File: src/hw/rtl/tsd_pkg.sv
// Shared types and constants for the tick scheduler with sprite DMA.
// Used by every module under hw/rtl; depends on nothing.
package tsd_pkg;

    localparam int unsigned S_TDATA_W  = 16;
    localparam int unsigned M_TDATA_W  = 40;
    localparam int unsigned RATE_W     = 18;
    localparam int unsigned PHASE_W    = 23;
    localparam int unsigned SLOT_W     = 3;

    localparam logic [RATE_W-1:0]  AUDIO_RATE_RESET = 18'd44100;
    localparam logic [PHASE_W-1:0] VIDEO_CLOCK_HZ   = 23'd5369318;

    localparam logic [SLOT_W-1:0] SLOT_EVEN = 3'd0;
    localparam logic [SLOT_W-1:0] SLOT_ODD  = 3'd3;
    localparam logic [SLOT_W-1:0] SLOT_LAST = 3'd5;

    localparam logic [7:0] INDEX_LAST = 8'hFF;

    typedef enum logic {
        OP_TICK       = 1'b0,
        OP_PAGE_WRITE = 1'b1
    } op_t;

    typedef struct packed {
        logic        cpu_enable;
        logic        read_request;
        logic [15:0] read_address;
        logic        sprite_write;
        logic [7:0]  sprite_index;
        logic [7:0]  sprite_byte;
        logic        dma_busy;
    } dma_out_t;

endpackage

File: src/hw/rtl/tick_scheduler_with_sprite_dma.sv
// Top level: master tick scheduler with sprite DMA and audio pacing.
// A tick result is registered and is valid in the cycle after its input transfer.
// Throughput: one input item per cycle; the result register lets the next
// item enter while m_tready is high or the register is empty.
// Page writes produce no result. Reset (aresetn low, synchronous) clears
// all state except m_data_reg and loads the sample rate register with 44100.
module tick_scheduler_with_sprite_dma (
    input  logic                          aclk,
    input  logic                          aresetn,
    input  logic                          cfg_valid,
    output logic                          cfg_ready,
    input  logic [tsd_pkg::RATE_W-1:0]    cfg_data,     // audio_rate
    input  logic                          s_tvalid,
    output logic                          s_tready,
    input  logic [tsd_pkg::S_TDATA_W-1:0] s_tdata,      // page[7:0], read_data[15:8]
    input  logic                          s_tuser,      // op
    output logic                          m_tvalid,
    input  logic                          m_tready,
    // video_enable[0], cpu_enable[1], read_request[2], read_address[18:3],
    // sprite_write[19], sprite_index[27:20], sprite_byte[35:28],
    // audio_ready[36], dma_busy[37], zero[39:38]
    output logic [tsd_pkg::M_TDATA_W-1:0] m_tdata
);
    import tsd_pkg::*;

    logic                 s_accept;
    logic                 tick_en;
    logic                 page_en;
    dma_out_t             dma_out;
    logic                 audio_ready;
    logic                 m_valid_reg, m_valid_next;
    logic [M_TDATA_W-1:0] m_data_reg;
    logic [M_TDATA_W-1:0] result;

    assign cfg_ready = 1'b1;
    assign s_tready  = !m_valid_reg || m_tready;
    assign s_accept  = s_tvalid && s_tready;
    assign tick_en   = s_accept && (op_t'(s_tuser) == OP_TICK);
    assign page_en   = s_accept && (op_t'(s_tuser) == OP_PAGE_WRITE);

    tsd_dma u_dma (
        .aclk      (aclk),
        .aresetn   (aresetn),
        .tick_en   (tick_en),
        .page_en   (page_en),
        .page      (s_tdata[7:0]),
        .read_data (s_tdata[15:8]),
        .dma_out   (dma_out)
    );

    tsd_audio u_audio (
        .aclk        (aclk),
        .aresetn     (aresetn),
        .cfg_en      (cfg_valid),
        .cfg_data    (cfg_data),
        .tick_en     (tick_en),
        .audio_ready (audio_ready)
    );

    assign result = {2'b00, dma_out.dma_busy, audio_ready, dma_out.sprite_byte,
                     dma_out.sprite_index, dma_out.sprite_write,
                     dma_out.read_address, dma_out.read_request,
                     dma_out.cpu_enable, 1'b1};

    always_comb begin
        m_valid_next = m_valid_reg;
        if (tick_en) begin
            m_valid_next = 1'b1;
        end else if (m_tready) begin
            m_valid_next = 1'b0;
        end
    end

    always_ff @(posedge aclk) begin
        if (!aresetn) begin
            m_valid_reg <= 1'b0;
        end else begin
            m_valid_reg <= m_valid_next;
        end
    end

    always_ff @(posedge aclk) begin
        if (tick_en) begin
            m_data_reg <= result;
        end
    end

    assign m_tvalid = m_valid_reg;
    assign m_tdata  = m_data_reg;

endmodule

File: src/hw/rtl/tsd_dma.sv
// Tick slot counter and sprite DMA sequencer.
// Depends on tsd_pkg.
module tsd_dma (
    input  logic               aclk,
    input  logic               aresetn,
    input  logic               tick_en,
    input  logic               page_en,
    input  logic [7:0]         page,
    input  logic [7:0]         read_data,
    output tsd_pkg::dma_out_t  dma_out
);
    import tsd_pkg::*;

    logic [SLOT_W-1:0] phase_count_reg, phase_count_next;
    logic [7:0]        source_page_reg, source_page_next;
    logic [7:0]        transfer_index_reg, transfer_index_next;
    logic [7:0]        held_byte_reg, held_byte_next;
    logic              awaiting_reg, awaiting_next;
    logic              active_reg, active_next;
    logic              outstanding_reg, outstanding_next;
    logic [7:0]        held_eff;
    logic              slot;
    logic              odd;

    always_comb begin
        held_eff = outstanding_reg ? read_data : held_byte_reg;
        slot     = (phase_count_reg == SLOT_EVEN) || (phase_count_reg == SLOT_ODD);
        odd      = (phase_count_reg == SLOT_ODD);

        phase_count_next    = phase_count_reg;
        source_page_next    = source_page_reg;
        transfer_index_next = transfer_index_reg;
        held_byte_next      = held_byte_reg;
        awaiting_next       = awaiting_reg;
        active_next         = active_reg;
        outstanding_next    = outstanding_reg;

        dma_out              = '0;
        dma_out.dma_busy     = active_reg;

        if (slot) begin
            if (active_reg) begin
                if (!awaiting_reg && !odd) begin
                    dma_out.read_request = 1'b1;
                    dma_out.read_address = {source_page_reg, transfer_index_reg};
                end else if (!awaiting_reg && odd) begin
                    dma_out.sprite_write = 1'b1;
                    dma_out.sprite_index = transfer_index_reg;
                    dma_out.sprite_byte  = held_eff;
                end
            end else begin
                dma_out.cpu_enable = 1'b1;
            end
        end

        if (page_en) begin
            source_page_next    = page;
            transfer_index_next = 8'd0;
            active_next         = 1'b1;
        end else if (tick_en) begin
            held_byte_next   = held_eff;
            outstanding_next = 1'b0;
            if (slot && active_reg) begin
                if (awaiting_reg) begin
                    if (odd) begin
                        awaiting_next = 1'b0;
                    end
                end else if (!odd) begin
                    outstanding_next = 1'b1;
                end else begin
                    transfer_index_next = transfer_index_reg + 8'd1;
                    if (transfer_index_reg == INDEX_LAST) begin
                        active_next   = 1'b0;
                        awaiting_next = 1'b1;
                    end
                end
            end
            phase_count_next = (phase_count_reg == SLOT_LAST) ? '0
                             : phase_count_reg + SLOT_W'(1);
        end
    end

    always_ff @(posedge aclk) begin
        if (!aresetn) begin
            phase_count_reg    <= '0;
            source_page_reg    <= '0;
            transfer_index_reg <= '0;
            held_byte_reg      <= '0;
            awaiting_reg       <= 1'b1;
            active_reg         <= 1'b0;
            outstanding_reg    <= 1'b0;
        end else begin
            phase_count_reg    <= phase_count_next;
            source_page_reg    <= source_page_next;
            transfer_index_reg <= transfer_index_next;
            held_byte_reg      <= held_byte_next;
            awaiting_reg       <= awaiting_next;
            active_reg         <= active_next;
            outstanding_reg    <= outstanding_next;
        end
    end

endmodule

File: src/hw/rtl/tsd_audio.sv
// Audio sample pacing: sample rate register and phase accumulator.
// Depends on tsd_pkg.
module tsd_audio (
    input  logic                       aclk,
    input  logic                       aresetn,
    input  logic                       cfg_en,
    input  logic [tsd_pkg::RATE_W-1:0] cfg_data,
    input  logic                       tick_en,
    output logic                       audio_ready
);
    import tsd_pkg::*;

    logic [RATE_W-1:0]  audio_rate_reg;
    logic [PHASE_W-1:0] audio_phase_reg, audio_phase_next;
    logic [PHASE_W:0]   sum;

    always_comb begin
        sum         = {1'b0, audio_phase_reg} + (PHASE_W + 1)'(audio_rate_reg);
        audio_ready = (sum >= {1'b0, VIDEO_CLOCK_HZ});
        audio_phase_next = audio_ready ? PHASE_W'(sum - {1'b0, VIDEO_CLOCK_HZ})
                                       : sum[PHASE_W-1:0];
    end

    always_ff @(posedge aclk) begin
        if (!aresetn) begin
            audio_rate_reg  <= AUDIO_RATE_RESET;
            audio_phase_reg <= '0;
        end else begin
            if (cfg_en) begin
                audio_rate_reg <= cfg_data;
            end
            if (tick_en) begin
                audio_phase_reg <= audio_phase_next;
            end
        end
    end

endmodule

File: config.mk
export PLATFORM = sky130hd
export DESIGN_NAME = tick_scheduler_with_sprite_dma
export DESIGN_NICKNAME = d
export VERILOG_FILES = /design/src/hw/rtl/tsd_pkg.sv /design/src/hw/rtl/tick_scheduler_with_sprite_dma.sv /design/src/hw/rtl/tsd_dma.sv /design/src/hw/rtl/tsd_audio.sv
export SDC_FILE = /design/constraint.sdc
export NUM_CORES = 1
export LEC_CHECK = 0
export BUFFER_PORTS_ARGS = -buffer_cell sky130_fd_sc_hd__buf_2
export CAP_MARGIN = 20
export CELL_PAD_IN_SITES_DETAIL_PLACEMENT = 1
export CELL_PAD_IN_SITES_GLOBAL_PLACEMENT = 2
export CORE_AREA = 2 2 137 139
export DETAILED_ROUTE_END_ITERATION = 12
export DIE_AREA = 0 0 139 141
export PLACE_DENSITY = 0.86
export SKIP_LAST_GASP = 1
export SYNTH_ARGS = -nofsm -noshare
export SYNTH_HDL_FRONTEND = slang
export SYNTH_SLANG_ARGS = --single-unit
File: constraint.sdc
create_clock -name aclk -period 3.81 [get_ports aclk]
set_clock_uncertainty 0.2 [all_clocks]
set_input_delay 0.1905 -clock aclk [delete_from_list [all_inputs] [get_ports aclk]]
set_output_delay 0.1905 -clock aclk [all_outputs]
set_load 0.05 [all_outputs]
Word-level counts from Yosys, hierarchy flattened

Index checks and enable logic that the tools add are counted.

Add/subtract/negate cells: 4
$lt $le $gt $ge: 1
Equal/unequal tests: 4
Muxes and demuxes: 20
Bitwise gates (word level): 7
Reduce and logical (&&, ||, !) cells: 26

Operators with widths:

| kind                                                                                   | number |
|---|---|
| 17-bit 2-to-1 mux                                                                      | 2 |
| 23-bit by 18-bit adder with 24-bit output                                              | 1 |
| 24-bit by 23-bit greater-or-equal comparator with 1-bit output (second input constant) | 1 |
| 23-bit 2-to-1 mux                                                                      | 1 |
| 23-bit subtractor (second input constant)                                              | 1 |
| 1-bit 2-to-1 mux                                                                       | 15 |
| 2-bit nonzero test                                                                     | 5 |
| 8-bit by 1-bit adder with 8-bit output (second input constant)                         | 1 |
| 8-bit == test (second input constant)                                                  | 1 |
| 8-bit 2-to-1 mux                                                                       | 1 |
| 1-bit inverter                                                                         | 7 |
| 1-bit logical AND                                                                      | 6 |
| 3-bit AND reduction                                                                    | 2 |
| 5-bit AND reduction                                                                    | 1 |
| 2-bit AND reduction                                                                    | 2 |
| 4-bit AND reduction                                                                    | 1 |
| 4-bit OR reduction                                                                     | 1 |
| 3-bit by 1-bit adder with 3-bit output (second input constant)                         | 1 |
| 3-bit by 2-bit == test with 1-bit output (second input constant)                       | 1 |
| 3-bit == test (second input constant)                                                  | 1 |
| 1-bit logical NOT                                                                      | 3 |
| 3-bit logical NOT                                                                      | 1 |
| 3-bit 2-to-1 mux                                                                       | 1 |
| 3-bit OR reduction                                                                     | 1 |
| other kinds (3)                                                                        | 4 |

Flip-flop bits (word level): 109
Input port bits: 40
Output and inout bits: 43
Word-level logic and storage cells: 78

Logic depth before layout (Yosys ltp)

Depth in word-level cells: 7
Gate-level depth with buffers: 16
Depth with buffers taken out: 15

Modules after synthesis

A second synthesis with hierarchy kept.

Cells, all modules: 619
Area, all modules: 5998.3 um2

Modules (own cells, without submodules):

| module                         | times used | cells an instance | area an instance (um2) | seq. area each (um2) |
|---|---|---|---|---|
| tsd_audio                      | 1          | 384               | 3179.3                 | 820.8 |
| tsd_dma                        | 1          | 186               | 1607.8                 | 600.6 |
| tick_scheduler_with_sprite_dma | 1          | 49                | 1211.2                 | 1131.1 |

Worst setup path before layout

OpenSTA, ideal clock, no wires.

Kind: register to register
From: register u_audio.audio_phase_reg[0]
To: register u_audio.audio_phase_reg[19]
Data arrival time: 3452 ps
Required time: 3540 ps
Setup slack: 88 ps
Stages on the path, launching flop included: 15
Buffers on the path: 0
Clock period less this slack: 3722 ps
Path through: dfxtp_1 ha_1 inv_1 fa_1 nand2b_1 a211o_1 a21o_1 a221oi_2 o311ai_2 or4_1 o2bb2ai_1 a211oi_1 xnor2_1 or3_1 a21oi_1

Longest elaborated chain between the ends: 3
Elaborated cells between the ends (all ways): 4

RTL lines:

| item                                                                                                | line                             | text |
|---|---|---|
| start: declaration                                                                                  | tsd_audio.sv:14                  | `logic [PHASE_W-1:0] audio_phase_reg, audio_phase_next;` |
| start signal: assignment                                                                            | tsd_audio.sv:33                  | `audio_phase_reg <= audio_phase_next;` |
| 23-bit by 18-bit adder with 24-bit output (*)                                                       | tsd_audio.sv:18                  | `sum = {1'b0, audio_phase_reg} + (PHASE_W + 1)'(audio_rate_reg);` |
| 23-bit subtractor or 24-bit by 23-bit greater-or-equal comparator with 1-bit output (tied branches) | tsd_audio.sv:20, tsd_audio.sv:19 |  |
| 23-bit 2-to-1 mux (*)                                                                               | tsd_audio.sv:20                  | `audio_phase_next = audio_ready ? PHASE_W'(sum - {1'b0, VIDEO_CLOCK_HZ})` |

Every way passes the cells marked *; elsewhere a longest branch is shown, timed or not.
A chain may end at the register's enable or synchronous reset.

Worst setup path after layout

Ends and elaborated chain as after synthesis.

==> run metrics <==
Seq cells post-synth=109; Clock Tree Root=clkbuf_16; first-pass GRT wire length=26960 um; post-synthesis sequential area ratio=43.28%; # rows=50; Post-Synth Simple-Gate Area=19.71%; Setup crit start kind=flip-flop; vias in the first global route=5300; ys async rst share=0%; WP depth=15; post-layout util=42.67%; r2r worst-path depth=15; global route overflow=0; Peak VDD IR=247.2 uV; RSZ-0062 raised after global routing=yes; setup ws final=-0.05251 ns; PD cells=374.0 nW/um^2; crit path launch=u_audio.audio_phase_reg[0]; Synth Flop Type=dfxtp_1; number of flip-flops in the largest register=37; GPL Wtd Cong=0.8387; H-tree depth=3; DRT antenna net count=0; status=finished, violations left; FF-to-FF setup slack=-0.05 ns; worst r2r src=u_audio.audio_phase_reg[0]; Synth Area in Compound Gates=16.85%; Core Region=18270 sq um; XOR/XNOR Fraction of Synth Area=5.326%; max cap viols=0; pin count of the biggest net entering global routing=35; Die Footprint=19600 sq um; post-synthesis mux area share=6.493%; Nets=820; Die H=141 um; final hold vios=0; Worst Path Buf+Inv=2; vias=5047; Buffers on Ports=78; cells after synthesis=617; max-slew violations=0; Critical Path Sink=u_audio.audio_phase_reg[19]; final setup vio count=2; 1st-pass router iterations=4; DRC violations left=0; num ports=83; Fill cells=2078; first-iteration detailed-routing DRC count=190; total CTS buffers=9; Inserted Diodes=0; die width=139 um; Clock Sinks=109; Worst path max stage delay=0.48 ns; setup tns final=-0.07275 ns; fmax=0.2589 GHz; Data required, critical path=3.90 ns; Initial Util=32.28%; DR WL/cell=16.44 um; reg2reg end=u_audio.audio_phase_reg[19]; routed wire length=16390 um; synthesized cell area=5897 sq um; number of synthesized flops with an enable pin=37; Clock Latency Late Sink=0.36 ns; worst slew pin tran=0.7776 ns; Worst Hold Class=primary input to flip-flop; Vias/cell=5.062; Max transition margin=48.09%; GRT Util Overall=16.81%; CP max-delay cell=or4_4; kind of critical path=flip-flop to flip-flop; crit path DAT=3.95 ns; initial antenna violation count=0; Yosys cell types=76; minimum clock period=3.863 ns; CP endpoint kind=flip-flop; Max Root-Sink Buffers=2; Worst-path clk slew=0.08 ns; CP Cell Sequence=ha_4 -> inv_2 -> fa_2 -> nand2b_4 -> a211o_1 -> buf_6 -> a21o_4 -> a221oi_4 -> o311ai_4 -> or4_4 -> o2bb2ai_4 -> a211oi_4 -> xnor2_1 -> or3_1 -> a21oi_1; Leak Pwr=3.084 nW; critical path peak fanout=3; CTS tree=done; share of layout cells above drive strength 1=26.34%; CP top delay family=compound AO/OA/AOI/OAI gates; adder-cell area share of the yosys netlist=4.795%; largest family of logic cells by synthesized area=simple AND/OR/NAND/NOR gates; failing checks=setup timing; Synth warnings=0; synthesis-to-layout area growth=32.19%; DP HPWL=11460 um; fin crit share=101.4%; Avg Cell Area, Syn=9.557 sq um
worst register-to-register path, delay by kind of cell, from the launching register on:
family | cells | cell delay, ns
buf+inv | 2 | 0.18
fa+ha+maj | 2 | 0.51
flops | 1 | 0.36
compound gates | 7 | 1.42
xor+xnor | 1 | 0.15
simple gates | 3 | 0.97
kinds of logic (layout without fill, tap and decap cells):
| group | after synthesis | after routing |
|---|---|---|
| AND/OR/NAND/NOR | 218 | 218 |
| AO/OA/AOI/OAI | 147 | 148 |
| flip-flops | 109 | 109 |
| buffers and inverters | 46 | 189 |
| multiplexers | 38 | 38 |
| XOR/XNOR | 35 | 35 |
| adder cells (fa/ha/maj) | 22 | 22 |
| other | 2 | 4 |
timing repair:
action                     in CTS  in global routing
hold buffers                   34                  0
pin swaps                       7                 22
setup endpoints to repair      20                 20
setup buffers                   5                  2
hold endpoints to repair       40                  0
gates resized for setup        21                 38
gates cloned                    1                  0
synth_stat cells, types with 3 or more instances:
cell | instances | area share, %
a211oi_1 | 3 | 0.38
a21boi_0 | 16 | 2.0
a21o_1 | 6 | 0.76
a21oi_1 | 40 | 3.4
a311oi_1 | 5 | 0.74
a31oi_1 | 8 | 0.85
and2_1 | 31 | 3.3
and3_1 | 5 | 0.53
buf_1 | 3 | 0.19
buf_2 | 5 | 0.42
buf_4 | 4 | 0.51
clkbuf_1 | 21 | 1.3
dfxtp_1 | 72 | 24
edfxtp_1 | 37 | 19
ha_1 | 21 | 4.5
inv_1 | 11 | 0.70
mux2i_1 | 36 | 6.1
nand2_1 | 53 | 3.4
nand2b_1 | 6 | 0.64
nand3_1 | 16 | 1.4
nand4_1 | 7 | 0.74
nor2_1 | 37 | 2.4
nor2b_1 | 22 | 2.3
nor3_1 | 9 | 0.76
nor4_1 | 3 | 0.32
o211ai_1 | 4 | 0.51
o21ai_0 | 28 | 2.4
o21ai_1 | 3 | 0.25
or3_1 | 10 | 1.1
or4_1 | 3 | 0.38
xnor2_1 | 16 | 2.4
xor2_1 | 18 | 2.7
metal layers:
metal	GRT usage, %	part of all wire [%]	up-vias
met5	0	0	-
met4	3.934	1.2	0
met3	3.329	3.3	16
met2	29.69	50	86
met1	21.25	45	2450
li1	-	-	2495
cell usage in the layout, fill, tap and decap left out, drive strengths merged, types with 8 or more instances in the layout:
cell	n
dlygate4sd3	34
mux2i	36
and2	31
buf	127
xnor2	17
inv	15
or3	10
nor3	11
nand2	54
dfxtp	72
nor2b	22
o21ai	32
a31oi	8
edfxtp	37
nand3	16
ha	21
a21boi	19
a21oi	42
nor2	37
clkbuf	9
xor2	18
area by class of cell:
cell class | instances | area (sq um) | share of cell area (%)
timing repair buffer | 161 | 1117 | 14.33
inverter | 12 | 50.05 | 0.6421
sequential | 109 | 2555 | 32.78
clock inverter | 7 | 82.58 | 1.059
multi-input combinational | 465 | 3472 | 44.54
tap | 234 | 292.8 | 3.756
clock buffer | 9 | 225.2 | 2.889
through the flow:
stage	std cells	setup WS (ns)	instance area [sq um]	hold WS (ns)	total power, mW
2_1_floorplan	619	0.08831	5904	0.1192	1.674
4_1_cts	995	0.008027	7570	0.0008707	2.905
3_5_place_dp	939	-0.2349	6753	0.2132	1.852
3_3_place_gp	939	-0.07759	6753	0.2046	1.830
5_1_grt	997	-0.1627	7795	0.04689	3.049
6_report	997	-0.05251	7795	0.02287	2.915
report_power, final:
| group | internal (mW) | total [mW] | switching (mW) | leakage [nW] |
|---|---|---|---|---|
| sequential | 1.25 | 1.27 | 0.0281 | 0.938 |
| clock | 0.521 | 0.984 | 0.463 | 0.150 |
| combinational | 0.265 | 0.657 | 0.392 | 2.00 |
| total | 2.03 | 2.92 | 0.883 | 3.08 |
how the worst min path moves through the flow:
stage,startpoint,to,slack (ns),cells after the start
global route,m_tready,m_tvalid,0.05,3
floorplan,cfg_data[10],u_audio.audio_rate_reg[10],0.12,2
finish,m_tready,m_tvalid,0.02,3
global placement,cfg_data[15],u_audio.audio_rate_reg[15],0.20,3
detailed placement,cfg_data[11],u_audio.audio_rate_reg[11],0.21,3
CTS,m_tready,m_tvalid,0.0009,3
Power figures use the tool's default switching activity.
